===== src/hw/rtl/tcw_pkg.sv =====
// Shared types and constants for the text console writer.
// No dependencies; every other file of the block refers to it by scoped names.
package tcw_pkg;

  // Default screen geometry.
  localparam int DEF_COLUMNS = 80;
  localparam int DEF_ROWS    = 25;

  localparam int CELL_W = 16;
  localparam int ATTR_W = 8;
  localparam int CHAR_W = 8;

  // Configuration port.
  localparam int APB_AW = 3;
  localparam int APB_DW = 32;
  localparam logic REG_ATTR = 1'b0;

  localparam logic [ATTR_W-1:0] ATTR_RESET = 8'h07;
  localparam logic [CELL_W-1:0] RESET_CELL = 16'h0720;

  // Character codes.
  localparam logic [CHAR_W-1:0] CH_BLANK = 8'h20;
  localparam logic [CHAR_W-1:0] CH_CR    = 8'h0D;
  localparam logic [CHAR_W-1:0] CH_LF    = 8'h0A;
  localparam logic [CHAR_W-1:0] CH_TAB   = 8'h09;

  // Operations.
  localparam logic [1:0] OP_PUT   = 2'd0;
  localparam logic [1:0] OP_BACK  = 2'd1;
  localparam logic [1:0] OP_READ  = 2'd2;
  localparam logic [1:0] OP_CLEAR = 2'd3;

  typedef struct packed {
    logic [1:0]        operation;
    logic [CHAR_W-1:0] char_code;
    logic [4:0]        read_row;
    logic [6:0]        read_col;
  } in_word_t;

  typedef struct packed {
    logic [4:0]        cursor_row;
    logic [6:0]        cursor_col;
    logic [10:0]       cursor_pos;
    logic [CELL_W-1:0] cell_value;
    logic              scrolled;
  } out_word_t;

endpackage


===== src/hw/rtl/tcw_in_if.sv =====
// Command channel of the text console writer: valid, ready and one command word.
// Depends on tcw_pkg for the word type.
interface tcw_in_if;
  logic              valid;
  logic              ready;
  tcw_pkg::in_word_t payload;

  modport source (output valid, output payload, input ready);
  modport sink (input valid, input payload, output ready);
endinterface


===== src/hw/rtl/tcw_out_if.sv =====
// Response channel of the text console writer: valid, ready and one result word.
// Depends on tcw_pkg for the word type.
interface tcw_out_if;
  logic               valid;
  logic               ready;
  tcw_pkg::out_word_t payload;

  modport source (output valid, output payload, input ready);
  modport sink (input valid, input payload, output ready);
endinterface


===== src/hw/rtl/tcw_ctrl.sv =====
// Sequencer of the text console writer: cursor, row offset, cell address,
// fill sweeps and the response register. Depends on tcw_pkg and the channel interfaces.
module tcw_ctrl #(
  parameter int COLUMNS = tcw_pkg::DEF_COLUMNS,
  parameter int ROWS    = tcw_pkg::DEF_ROWS,
  localparam int CELLS = ROWS * COLUMNS,
  localparam int AW    = $clog2(CELLS)
) (
  input  logic                       clk,
  input  logic                       rst,
  input  logic [tcw_pkg::ATTR_W-1:0] attr,
  tcw_in_if.sink                     cmd,
  tcw_out_if.source                  rsp,
  output logic                       mem_we,
  output logic                       mem_re,
  output logic [AW-1:0]              mem_addr,
  output logic [tcw_pkg::CELL_W-1:0] mem_wdata,
  input  logic [tcw_pkg::CELL_W-1:0] mem_rdata
);

  localparam int RW = $clog2(ROWS);
  localparam int CW = $clog2(COLUMNS);

  localparam logic [2:0] S_INIT   = 3'd0;
  localparam logic [2:0] S_IDLE   = 3'd1;
  localparam logic [2:0] S_EXEC   = 3'd2;
  localparam logic [2:0] S_SCROLL = 3'd3;
  localparam logic [2:0] S_CLEAR  = 3'd4;
  localparam logic [2:0] S_FINISH = 3'd5;

  logic [2:0]    state;
  logic [AW-1:0] sweep;
  logic [CW-1:0] scol;
  logic [RW-1:0] cur_row;
  logic [CW-1:0] cur_col;
  logic [RW-1:0] base;
  logic          scrl;
  logic          out_valid;
  tcw_pkg::out_word_t out_word;

  // Captured command word.
  logic [1:0]                 op;
  logic [tcw_pkg::CHAR_W-1:0] ch;
  logic [RW-1:0]              rd_row;
  logic [CW-1:0]              rd_col;
  logic                       rd_ok;

  logic [RW-1:0] row_next;
  logic [CW-1:0] col_next;
  logic [CW:0]   col_inc;
  logic [CW:0]   col_p4;
  logic [CW:0]   col_tab;
  logic          at_bottom;
  logic          line_feed;
  logic          need_scroll;
  logic          wr;
  logic          rd;
  logic [CW-1:0] wr_col;
  logic [tcw_pkg::CELL_W-1:0] wr_data;
  logic [RW-1:0] lrow;
  logic [CW-1:0] acol;
  logic [RW:0]   psum;
  logic [RW-1:0] phys;
  logic [AW-1:0] cell_addr;
  logic          out_free;
  logic          load_out;

  assign col_inc   = {1'b0, cur_col} + (CW+1)'(1);
  assign col_p4    = {1'b0, cur_col} + (CW+1)'(4);
  assign col_tab   = {col_p4[CW:2], 2'b00};
  assign at_bottom = (cur_row == RW'(ROWS - 1));

  always_comb begin
    row_next  = cur_row;
    col_next  = cur_col;
    line_feed = 1'b0;
    wr        = 1'b0;
    rd        = 1'b0;
    wr_col    = cur_col;
    wr_data   = {attr, tcw_pkg::CH_BLANK};
    if (state == S_EXEC) begin
      unique case (op)
        tcw_pkg::OP_PUT: begin
          priority if (ch == tcw_pkg::CH_CR) begin
            col_next = '0;
          end else if (ch == tcw_pkg::CH_LF) begin
            line_feed = 1'b1;
          end else if (ch == tcw_pkg::CH_TAB) begin
            if (col_tab >= (CW+1)'(COLUMNS)) begin
              line_feed = 1'b1;
            end else begin
              col_next = CW'(col_tab);
            end
          end else begin
            wr      = 1'b1;
            wr_data = {attr, ch};
            if (col_inc >= (CW+1)'(COLUMNS)) begin
              line_feed = 1'b1;
            end else begin
              col_next = CW'(col_inc);
            end
          end
        end
        tcw_pkg::OP_BACK: begin
          if (cur_col != '0) begin
            col_next = cur_col - CW'(1);
            wr_col   = cur_col - CW'(1);
            wr       = 1'b1;
          end
        end
        tcw_pkg::OP_READ: begin
          rd = rd_ok;
        end
        tcw_pkg::OP_CLEAR: begin
          row_next = '0;
          col_next = '0;
        end
        default: begin
          row_next = cur_row;
        end
      endcase
      if (line_feed) begin
        col_next = '0;
        if (!at_bottom) begin
          row_next = cur_row + RW'(1);
        end
      end
    end
  end

  assign need_scroll = line_feed && at_bottom;

  // Logical rows sit at a rotating offset in the store, so a scroll only
  // blanks the old top row, which becomes the new bottom row.
  always_comb begin
    if (state == S_SCROLL) begin
      lrow = '0;
      acol = scol;
    end else if (op == tcw_pkg::OP_READ) begin
      lrow = rd_row;
      acol = rd_col;
    end else begin
      lrow = cur_row;
      acol = wr_col;
    end
  end

  assign psum      = {1'b0, lrow} + {1'b0, base};
  assign phys      = (psum >= (RW+1)'(ROWS)) ? RW'(psum - (RW+1)'(ROWS)) : RW'(psum);
  assign cell_addr = AW'(32'(phys) * COLUMNS + 32'(acol));

  assign mem_we = (state == S_EXEC && wr) || state == S_SCROLL ||
                  state == S_CLEAR || state == S_INIT;
  assign mem_re = (state == S_EXEC) && rd;
  assign mem_addr = (state == S_CLEAR || state == S_INIT) ? sweep : cell_addr;
  assign mem_wdata = (state == S_INIT) ? tcw_pkg::RESET_CELL : wr_data;

  assign out_free  = !out_valid || rsp.ready;
  assign load_out  = out_free &&
                     ((state == S_FINISH) ||
                      (state == S_EXEC && !need_scroll &&
                       op != tcw_pkg::OP_READ && op != tcw_pkg::OP_CLEAR));
  assign cmd.ready   = (state == S_IDLE);
  assign rsp.valid   = out_valid;
  assign rsp.payload = out_word;

  always_ff @(posedge clk) begin
    if (rst) begin
      state     <= S_INIT;
      sweep     <= '0;
      scol      <= '0;
      cur_row   <= '0;
      cur_col   <= '0;
      base      <= '0;
      scrl      <= 1'b0;
      out_valid <= 1'b0;
    end else begin
      if (load_out) begin
        out_valid <= 1'b1;
      end else if (rsp.ready) begin
        out_valid <= 1'b0;
      end
      unique case (state)
        S_INIT: begin
          sweep <= sweep + AW'(1);
          if (sweep == AW'(CELLS - 1)) begin
            sweep <= '0;
            state <= S_IDLE;
          end
        end
        S_IDLE: begin
          if (cmd.valid) begin
            state <= S_EXEC;
          end
        end
        S_EXEC: begin
          cur_row <= row_next;
          cur_col <= col_next;
          scrl    <= need_scroll;
          priority if (op == tcw_pkg::OP_CLEAR) begin
            base  <= '0;
            state <= S_CLEAR;
          end else if (need_scroll) begin
            scol  <= '0;
            state <= S_SCROLL;
          end else if (load_out) begin
            state <= S_IDLE;
          end else begin
            state <= S_FINISH;
          end
        end
        S_SCROLL: begin
          scol <= scol + CW'(1);
          if (scol == CW'(COLUMNS - 1)) begin
            base  <= (base == RW'(ROWS - 1)) ? '0 : base + RW'(1);
            state <= S_FINISH;
          end
        end
        S_CLEAR: begin
          sweep <= sweep + AW'(1);
          if (sweep == AW'(CELLS - 1)) begin
            sweep <= '0;
            state <= S_FINISH;
          end
        end
        S_FINISH: begin
          if (out_free) begin
            state <= S_IDLE;
          end
        end
        default: begin
          state <= S_IDLE;
        end
      endcase
    end
  end

  always_ff @(posedge clk) begin
    if (cmd.valid && cmd.ready) begin
      op     <= cmd.payload.operation;
      ch     <= cmd.payload.char_code;
      rd_row <= RW'(cmd.payload.read_row);
      rd_col <= CW'(cmd.payload.read_col);
      rd_ok  <= (32'(cmd.payload.read_row) < ROWS) && (32'(cmd.payload.read_col) < COLUMNS);
    end
  end

  always_ff @(posedge clk) begin
    if (load_out) begin
      out_word.cursor_row <= 5'(row_next);
      out_word.cursor_col <= 7'(col_next);
      out_word.cursor_pos <= 11'(32'(row_next) * COLUMNS + 32'(col_next));
      out_word.cell_value <= (state == S_FINISH && op == tcw_pkg::OP_READ && rd_ok) ?
                             mem_rdata : '0;
      out_word.scrolled   <= (state == S_FINISH) && scrl;
    end
  end

endmodule

===== src/flat_wrapper.sv =====
// flat-port wrapper written by rule: the top's interface ports become plain ports
module tcw_ctrl_flat 
#(
  parameter int COLUMNS = tcw_pkg::DEF_COLUMNS,
  parameter int ROWS    = tcw_pkg::DEF_ROWS,
  localparam int CELLS = ROWS * COLUMNS,
  localparam int AW    = $clog2(CELLS)
)
  (clk, rst, attr, mem_we, mem_re, mem_addr, mem_wdata, mem_rdata, cmd_valid, cmd_payload, cmd_ready, rsp_valid, rsp_payload, rsp_ready);
  tcw_in_if cmd_i ();
  tcw_out_if rsp_i ();
  input  logic clk;
  input  logic rst;
  input  logic [tcw_pkg::ATTR_W-1:0] attr;
  output logic mem_we;
  output logic mem_re;
  output logic [AW-1:0] mem_addr;
  output logic [tcw_pkg::CELL_W-1:0] mem_wdata;
  input  logic [tcw_pkg::CELL_W-1:0] mem_rdata;
  input wire logic [$bits(cmd_i.valid)-1:0] cmd_valid;
  input wire logic [$bits(cmd_i.payload)-1:0] cmd_payload;
  output wire logic [$bits(cmd_i.ready)-1:0] cmd_ready;
  output wire logic [$bits(rsp_i.valid)-1:0] rsp_valid;
  output wire logic [$bits(rsp_i.payload)-1:0] rsp_payload;
  input wire logic [$bits(rsp_i.ready)-1:0] rsp_ready;
  assign cmd_i.valid = cmd_valid;
  assign cmd_i.payload = cmd_payload;
  assign cmd_ready = cmd_i.ready;
  assign rsp_valid = rsp_i.valid;
  assign rsp_payload = rsp_i.payload;
  assign rsp_i.ready = rsp_ready;
  tcw_ctrl #(.COLUMNS(COLUMNS), .ROWS(ROWS)) u_core (.clk(clk), .rst(rst), .attr(attr), .cmd(cmd_i), .rsp(rsp_i), .mem_we(mem_we), .mem_re(mem_re), .mem_addr(mem_addr), .mem_wdata(mem_wdata), .mem_rdata(mem_rdata));
endmodule

===== config.mk =====
export PLATFORM = sky130hd
export DESIGN_NAME = tcw_ctrl_flat
export DESIGN_NICKNAME = d
export VERILOG_FILES = /design/src/hw/rtl/tcw_pkg.sv /design/src/hw/rtl/tcw_in_if.sv /design/src/hw/rtl/tcw_out_if.sv /design/src/hw/rtl/tcw_ctrl.sv /design/src/flat_wrapper.sv
export SDC_FILE = /design/constraint.sdc
export NUM_CORES = 1
export LEC_CHECK = 0
export ABC_AREA = 1
export BUFFER_PORTS_ARGS = -buffer_cell sky130_fd_sc_hd__buf_2
export CAP_MARGIN = 20
export CORE_MARGIN = 1.5
export CORE_UTILIZATION = 35
export CTS_BUF_LIST = sky130_fd_sc_hd__clkbuf_2 sky130_fd_sc_hd__clkbuf_4 sky130_fd_sc_hd__clkbuf_8
export CTS_CLUSTER_DIAMETER = 100
export DETAILED_ROUTE_END_ITERATION = 8
export MAX_ROUTING_LAYER = met4
export PLACE_DENSITY = 0.52
export SLEW_MARGIN = 25
export SYNTH_ARGS = -nofsm -noshare
export SYNTH_HDL_FRONTEND = slang
export SYNTH_SLANG_ARGS = --single-unit

===== constraint.sdc =====
create_clock -name clk -period 7.6 [get_ports clk]
set_input_delay 1.52 -clock clk [delete_from_list [all_inputs] [get_ports clk]]
set_output_delay 1.52 -clock clk [all_outputs]
set_load 0.02 [all_outputs]

# ---- Word-level counts from Yosys, hierarchy flattened
# Index checks and enable logic that the tools add are counted.
dict set report classes {
  add_sub_neg 11
  multipliers 2
  n_lt_le_gt_ge 5
  eq_ne 25
  mux 62
  reduce_logical 29
}
# op count
set ops {}
lappend ops {{$mux W7} 14}
lappend ops {{$mux W5} 10}
lappend ops {{$mux W8} 5}
lappend ops {{$eq A8 B4 Y1 const B} 3}
lappend ops {{$mux W3} 8}
lappend ops {{$add A11 B7 Y11} 2}
lappend ops {{$mux W11} 2}
lappend ops {{$pmux W7 S3} 1}
lappend ops {{$pmux W3 S6} 1}
lappend ops {{$mux W1} 17}
lappend ops {{$ge A8 B7 Y1 const B} 2}
lappend ops {{$mux W16} 1}
lappend ops {{$ne A2 B2 Y1 const B} 8}
lappend ops {{$mul A5 B3 Y7 const B} 2}
lappend ops {{$pmux W7 S2} 1}
lappend ops {{$logic_and A1 B1 Y1} 12}
lappend ops {{$add A11 B1 Y11 const B} 1}
lappend ops {{$eq A11 B11 Y1 const B} 1}
lappend ops {{$add A5 B1 Y5 const B} 2}
lappend ops {{$eq A5 B5 Y1 const B} 2}
lappend ops {{$pmux W5 S2} 1}
lappend ops {{$add A7 B1 Y8 const B} 1}
lappend ops {{$add A7 B3 Y8 const B} 1}
lappend ops {{$add A7 B1 Y7 const B} 1}
lappend ops {{other kinds (23)} 35}
dict set report word_totals {
  ff_bits 103
  in_bits 50
  output_inout_bits 71
  wordCells 152
}

# ---- Depth between registers and ports, before layout
# Gate-level depths: netlist of the first run.
dict set report logic_depth {
  word_depth 20
  mapped_depth 27
}

# ---- Worst setup path before layout of the first run
# Ideal clock, no wire load.
dict set report synth_path {
  kind {register to output}
  from {register u_core.state[2]}
  to {output port mem_addr[10]}
  t_arrival_ps 4642
  t_required_ps 6080
  slack_ps 1438
  path_stages_with_launch 27
  path_buffers 1
  path_cell_list {dfxtp_1 inv_1 nand2_1 nor2_4 inv_2 clkbuf_1 o21ai_0 a21oi_1 ha_1 inv_1 fa_1 o21ai_0 xor2_1 o21ai_0 o21ai_1 nand2_1 xor2_1 ha_1 ha_1 fa_1 xor2_1 nand3_1 xor2_1 inv_1 nand2_1 nand3_1 nand2_1}
}
dict set report synth_via {
  elab_chain_cells 8
}
# item line
set synth_lines {}
lappend synth_lines {{from (decl)} tcw_ctrl.sv:31} ;# logic [2:0] state;
lappend synth_lines {{from (signal assigned)} tcw_ctrl.sv:169} ;# state <= S_INIT;
lappend synth_lines {{from (signal assigned)} tcw_ctrl.sv:188} ;# state <= S_IDLE;
lappend synth_lines {{from (signal assigned)} tcw_ctrl.sv:193} ;# state <= S_EXEC;
lappend synth_lines {{$eq A3 B2 Y1} tcw_ctrl.sv:136} ;# if (state == S_SCROLL) begin
lappend synth_lines {{$mux W5} tcw_ctrl.sv:136}
lappend synth_lines {{$add A5 B5 Y6} tcw_ctrl.sv:148} ;# assign psum = {1'b0, lrow} + {1'b0, base};
lappend synth_lines {{$sub A5 B5 Y5 or $ge A6 B5 Y1 (tied branches)} tcw_ctrl.sv:149} ;# assign phys = (psum >= (RW+1)'(ROWS)) ? RW'(psum - (RW+1)'(ROWS)) : RW'(psum);
lappend synth_lines {{$mux W5} tcw_ctrl.sv:149}
lappend synth_lines {{$mul A5 B3 Y7} tcw_ctrl.sv:150} ;# assign cell_addr = AW'(32'(phys) * COLUMNS + 32'(acol));
lappend synth_lines {{$add A11 B7 Y11} tcw_ctrl.sv:150}
lappend synth_lines {{$mux W11 *} tcw_ctrl.sv:155} ;# assign mem_addr = (state == S_CLEAR || state == S_INIT) ? sweep : cell_addr;
lappend synth_lines {{to (decl)} flat_wrapper.sv:17} ;# output logic [AW-1:0] mem_addr;
# Mark *: on every way between the ends. The rest lies on a longest branch, timed or not.

# ---- Worst setup path after layout of the first run
dict set report layout_path {
  from {register u_core.op[1]}
  to {output port mem_addr[10]}
}
dict set report layout_via {
  elab_chain_cells 9
}
# item line
set layout_lines {}
lappend layout_lines {{from (decl)} tcw_ctrl.sv:42} ;# logic [1:0] op;
lappend layout_lines {{from (signal assigned)} tcw_ctrl.sv:240} ;# op <= cmd.payload.operation;
lappend layout_lines {{$eq A2 B2 Y1} tcw_ctrl.sv:139} ;# end else if (op == tcw_pkg::OP_READ) begin
lappend layout_lines {{$mux W5} tcw_ctrl.sv:139}
lappend layout_lines {{$mux W5} tcw_ctrl.sv:136}
lappend layout_lines {{$add A5 B5 Y6} tcw_ctrl.sv:148}
lappend layout_lines {{$sub A5 B5 Y5 or $ge A6 B5 Y1 (tied branches)} tcw_ctrl.sv:149}
lappend layout_lines {{$mux W5} tcw_ctrl.sv:149}
lappend layout_lines {{$mul A5 B3 Y7} tcw_ctrl.sv:150}
lappend layout_lines {{$add A11 B7 Y11 *} tcw_ctrl.sv:150}
lappend layout_lines {{$mux W11 *} tcw_ctrl.sv:155}
# Marks and branches as above.

==> results of run 1 <==
==> how the worst max path moves through the flow <==
stage	from	end	depth (start not counted)
after global placement	u_core.op[1]	mem_addr[10]	26
after detailed placement	u_core.op[1]	mem_addr[10]	26
after global routing	u_core.op[1]	mem_addr[10]	27
final	u_core.op[1]	mem_addr[10]	26
after CTS	u_core.op[1]	mem_addr[10]	26
after floorplan	u_core.state[2]	mem_addr[10]	26
==> final cells by class <==
class,count,share of cell area
sequential,99,0.354
tap,225,0.0387
multi-input combinational,540,0.430
clock inverter,6,0.00705
timing repair buffer,123,0.0857
inverter,127,0.0662
clock buffer,10,0.0181
==> tightest hold or removal path, stage by stage, from the launching register on <==
cell     delay, ns
dfxtp_1       0.32
nand2_1       0.06
a21oi_1       0.05
==> metrics by stage <==
| stage | utilization | instances | setup WS [ns] | hold WS, ns | cell area [µm²] |
|---|---|---|---|---|---|
| 2_1_floorplan | - | 784 | 1.44 | 0.445 | 6270 |
| 3_3_place_gp | 0.407 | 1114 | 1.13 | 0.457 | 7080 |
| 3_5_place_dp | 0.407 | 1114 | 1.01 | 0.456 | 7090 |
| 4_1_cts | 0.418 | 1130 | 0.559 | 0.472 | 7270 |
| 5_1_grt | 0.418 | 1130 | 0.00286 | 0.505 | 7270 |
| 6_report | 0.418 | 1130 | 0.572 | 0.470 | 7270 |
==> power groups by stage <==
stage          combinational (mW)  clock (mW)  sequential, mW
2_1_floorplan              0.0119           0           0.578
3_3_place_gp               0.0295           0           0.579
3_5_place_dp               0.0298           0           0.579
4_1_cts                    0.0300       0.349           0.567
5_1_grt                    0.0331       0.369           0.567
6_report                   0.0294       0.336           0.567
==> flip-flops by register name (all words and copies together), names as in the netlist <==
| register | count |
|---|---|
| u_core.rd_ok | 1 |
| u_core.rsp.payload | 36 |
| u_core.rd_col | 7 |
| u_core.cur_row | 5 |
| u_core.ch | 8 |
| u_core.scol | 7 |
| u_core.op | 2 |
| u_core.rsp.valid | 1 |
| u_core.cur_col | 7 |
| u_core.base | 5 |
| u_core.sweep | 11 |
| u_core.rd_row | 5 |
| u_core.state | 3 |
| u_core.scrl | 1 |
==> metal layers <==
metal  vias up  share of wire
li1       2814              -
met2       173           0.41
met1      2370           0.51
met4         0          0.017
met5         -              0
met3        24          0.063
==> cells by family (layout without fill, tap and decap cells) <==
kind of cell,Yosys count,in the layout,share of synthesized area
adders and majority gates,41,41,0.0878
AOI/OAI and AO/OA,134,134,0.123
and+or+nand+nor,340,340,0.253
DFF,99,99,0.410
buffers and inverters,145,266,0.0912
xor gates and xnor gates,25,25,0.0349
==> synthesized netlist by cell type (3+ instances only) <==
master	n	area, µm²
fa_1	5	100
nand4_1	6	37.5
o22ai_1	5	31.3
o21ai_0	41	205
o21ai_1	4	20.0
a21oi_1	53	265
clkinv_1	3	11.3
dfxtp_1	40	801
nor2_4	3	33.8
or2_2	6	37.5
clkbuf_1	10	37.5
nor3_1	21	105
edfxtp_1	59	1770
a31oi_1	3	18.8
nand2_2	4	25.0
o21a_1	3	22.5
ha_1	36	450
nor2_1	72	270
a211oi_1	3	22.5
o211ai_1	9	67.6
nand2_4	3	33.8
nand3_1	51	255
inv_2	8	30.0
buf_2	3	15.0
buf_4	5	37.5
nor4_1	3	18.8
xor2_1	18	158
o21ai_2	4	35.0
nand2_1	150	563
xnor2_1	7	61.3
inv_1	114	428
nor2_2	8	50.1
==> results.ini, run 1 <==
[logic_synthesis]
syn_area_per_cell_um2=7.99
synth_edf_count=59
ys_ff_latch=99
yosys_warnings=0
ys_seq_area_frac=0.410
netlist_area_um2=6270
synth_nets=875
synth_async_sr_flop_share=0
synth_cell_types=48
syn_inst=784
synthFlopType=edfxtp_1

[final_layout]
n_antenna_cell=0
final_common_cell=nand2_1
multiInputGateArea_um2=3130
drive_gt1_frac=0.207
mostFrequentLayoutCells=nand2_1 (150), buf_2 (120), inv_1 (114)
layout.nets=991
num-fill-cells=1810
seq_area_um2=2570
areaGrowthSynthToFinish_pct=16.0

[sta]
finalSetupTns_ns=0
slew_headroom=0.556
min_period_ns=7.03
finClkSkew_ns=0.0141
hold_viol=0
rsz0062_at_grt=no
max_freq_mhz=142
setup_violations=0
finalCritPeriodShare=0.925
finalMaxSlewViolations=0
worst_pin_slew_ns=0.661

[die]
placementRows=48
die_h_um=137
core_area_um2=17400
dieArea_um2=18700
ioPinCount=121
initial_utilization=0.360
dieWidth_um=137

[grt]
track_usage=0.178
grt-ovfl-total=0
grt_max_degree=37
grt_pass1_wl_um=25200
first_global_vias=5023
antenna_found_initial=0
grtUsageMet2=0.262
met1_usage=0.249
grt_use_met3=0.0304
top_usage_layer=met2

[critical_path]
crit_top_cell=ha_1
startpoint_type=flip-flop
rr_endpoint=u_core.rsp.payload[27]
crit_buf_inv=7
crit_arrival_ns=5.51
critical_path.endpoint_type=output pin
slowest_delay_ns=0.56
ff2ff_setup_slack_ns=3.48
r2r_cells=19
crit_type=reg2out
cp_slowest_cell=fa_1
worstPathMaxFanout=28
r2r-start=u_core.cur_col[0]
cp_top_family=adder cells
worstPathRequired_ns=6.08

[route]
dr.first_iter.drc_count=360
firstDrtPassIters=5
wl_per_cell_um=13.9
drt-total-wl_um=15800
postRouteAntennaNets=0
vias_per_cell=4.76
route.detailed.drc=0
vias=5381

[hold_path]
holdCritStartpoint=u_core.scrl
hold_path.class=reg2reg
min_to=u_core.scrl
holdPathStages=2

[clocking]
cts_buffer_depth=2
clock-sinks=99
post_cts_resized=0
numCtsBuffers=9
cts_tree=done
post-cts-setup-buffers=0
htree_num_levels=3
clkTransAtPathRegs_ns=0.11
ctsHoldBuffers=0
clockRootBuffer=clkbuf_8
clk_latency_ns=0.39

[power_and_ir_drop]
p_leak_nw=3.28
power_switching_mw=0.227
combPwrFrac=0.032
total_power_mw=0.932
ir_drop_mv=0.0833
switching_share=0.244
p_int_mw=0.705
pwr-share-clk=0.360
p_seq_frac=0.608
pwr_density_cell_nw_per_um2=128

[placement]
numPortBuffers=120
globalplace.congestion=0.882
dp_hpwl_um=12200

[flow_run]
drv_cap=0

[outcome]
status=completed

Note: power is estimated with default switching activity, not from simulation.
==> run 2, diff against run 1 <==
--- a/config.mk
+++ b/config.mk
@@ -14,7 +14,7 @@
 export CTS_CLUSTER_DIAMETER = 100
 export DETAILED_ROUTE_END_ITERATION = 8
 export MAX_ROUTING_LAYER = met4
-export PLACE_DENSITY = 0.52
+export PLACE_DENSITY = 0.59
 export SLEW_MARGIN = 25
 export SYNTH_ARGS = -nofsm -noshare
 export SYNTH_HDL_FRONTEND = slang
==> run 2 against run 1 <==
  * Utilization grew 0.093 points
  * Non-clock buffer count is the same
  * Critical path type unchanged
  * Worst hold slack gained 0.0013 ns
  * Cell count is the same
  * Die area is the same
==> results.ini, run 2 (synthesis gave the netlist of run 1 again) <==
[outcome]
status=completed  ; unchanged

[grt]
antenna_found_initial=0  ; unchanged
grt_pass1_wl_um=24400  ; was 25,200 µm
grt_max_degree=37  ; unchanged
first_global_vias=4892  ; was 5,023
grt-ovfl-total=0  ; unchanged
track_usage=0.172  ; was 0.178

[critical_path]
worstPathRequired_ns=6.08  ; about the same
crit_type=reg2out  ; unchanged
startpoint_type=flip-flop  ; unchanged
critical_path.endpoint_type=output pin  ; unchanged
r2r_cells=19  ; unchanged
crit_arrival_ns=5.49  ; was 5.51 ns
worstPathMaxFanout=19  ; was 28

[die]
dieArea_um2=18700  ; unchanged
die_h_um=137  ; unchanged
initial_utilization=0.360  ; unchanged
dieWidth_um=137  ; unchanged
ioPinCount=121  ; unchanged
core_area_um2=17400  ; unchanged
placementRows=48  ; unchanged

[sta]
slew_headroom=0.544  ; was 0.556
finalMaxSlewViolations=0  ; unchanged
min_period_ns=7.01  ; was 7.03 ns
finalSetupTns_ns=0  ; unchanged
rsz0062_at_grt=no  ; unchanged
setup_violations=0  ; unchanged
hold_viol=0  ; unchanged
max_freq_mhz=143  ; was 142 MHz
worst_pin_slew_ns=0.680  ; was 0.661 ns
finClkSkew_ns=0.00888  ; was 0.0141 ns
finalCritPeriodShare=0.922  ; was 0.925

[route]
route.detailed.drc=0  ; unchanged
dr.first_iter.drc_count=350  ; was 360
drt-total-wl_um=15500  ; was 15,800 µm
firstDrtPassIters=5  ; unchanged
postRouteAntennaNets=0  ; unchanged
vias=5488  ; was 5,381
vias_per_cell=4.86  ; was 4.76
wl_per_cell_um=13.7  ; was 13.9 µm

[hold_path]
holdPathStages=2  ; unchanged
hold_path.class=reg2reg  ; unchanged

[clocking]
post-cts-setup-buffers=0  ; unchanged
clock-sinks=99  ; unchanged
ctsHoldBuffers=0  ; unchanged
cts_buffer_depth=2  ; unchanged
cts_tree=done  ; unchanged
clk_latency_ns=0.37  ; was 0.39 ns
clkTransAtPathRegs_ns=0.10  ; was 0.11 ns
post_cts_resized=0  ; unchanged
numCtsBuffers=9  ; unchanged
htree_num_levels=3  ; unchanged
clockRootBuffer=clkbuf_8  ; unchanged

[power_and_ir_drop]
pwr_density_cell_nw_per_um2=130  ; was 128 nW/µm²
ir_drop_mv=0.0909  ; was 0.0833 mV
p_leak_nw=3.30  ; was 3.28 nW

[final_layout]
areaGrowthSynthToFinish_pct=16.3  ; was 16.0%
largest_register_ffs=36  ; unchanged
drive_gt1_frac=0.207  ; unchanged
mostFrequentLayoutCells=nand2_1 (150), buf_2 (120), inv_1 (114)  ; unchanged
finalNonFillerCells=1130  ; unchanged
layout.nets=991  ; unchanged
final_common_cell=nand2_1  ; unchanged
n_antenna_cell=0  ; unchanged

[placement]
globalplace.congestion=0.870  ; was 0.882
dpl.cell_count=1114  ; unchanged
numPortBuffers=120  ; unchanged
dp_hpwl_um=12100  ; was 12,200 µm

[flow_run]
drv_cap=0  ; unchanged

[run 2: area by class of cell]
type / count / area (µm²)
clock buffers: 10 / 131
clock inverters: 6 / 63.8
fillers: 1814 / 10100
inverters: 127 / 482
multi-input cells: 540 / 3130
flip-flops and latches: 99 / 2570
well taps: 225 / 282
repair buffers: 123 / 623
[run 2: report_power, final]
part	switching (mW)	internal, mW	leakage (nW)	total, mW
combinational	0.0157	0.0136	2.34	0.0293
sequential	0.00142	0.565	0.859	0.566
clock	0.194	0.158	0.103	0.352
total	0.212	0.736	3.30	0.948
[run 2: per-stage QoR]
| stage | setup WS [ns] | total power [mW] | hold slack (ns) | cell area, µm² | util |
|---|---|---|---|---|---|
| after floorplan | 1.44 | 0.590 | 0.445 | 6270 | - |
| after global placement | 1.18 | 0.608 | 0.457 | 7080 | 0.407 |
| after detailed placement | 1.01 | 0.608 | 0.458 | 7090 | 0.407 |
| after CTS | 0.565 | 0.962 | 0.474 | 7280 | 0.418 |
| after global routing | 0.0944 | 0.984 | 0.502 | 7290 | 0.418 |
| final | 0.593 | 0.948 | 0.471 | 7290 | 0.418 |
[run 2: metal layers]
| layer | up-vias | track usage | wire, µm |
|---|---|---|---|
| met5 | - | - | 0 |
| met4 | 0 | 0.0480 | 153 |
| met3 | 10 | 0.0230 | 968 |
| met2 | 193 | 0.257 | 6720 |
| met1 | 2467 | 0.244 | 7690 |
| li1 | 2818 | - | - |
[run 2: worst paths after layout]
check	end	start	slack [ns]
worst max-delay path	mem_addr[10]	u_core.state[2]	0.59
worst min-delay path	u_core.scrl	u_core.scrl	0.47
worst max register to register	u_core.rsp.payload[27]	u_core.cur_col[0]	3.50
worst min register to register	u_core.scrl	u_core.scrl	0.47
[run 2: critical path, stage by stage, from the launching register on]
cell     delay, ns
dfxtp_1       0.39
inv_1         0.08
nand2_1       0.17
nor2_4        0.10
inv_2         0.26
o21ai_0       0.15
a21oi_1       0.15
ha_1          0.17
inv_1         0.06
fa_1          0.56
ha_1          0.22
nand2_1       0.07
o21ai_0       0.24
o21ai_2       0.14
o21ai_0       0.43
ha_1          0.33
ha_1          0.23
fa_1          0.39
xor2_1        0.24
nand3_1       0.12
xor2_1        0.20
inv_1         0.06
nand2_1       0.06
nand3_1       0.07
nand2_1       0.08
buf_2         0.16
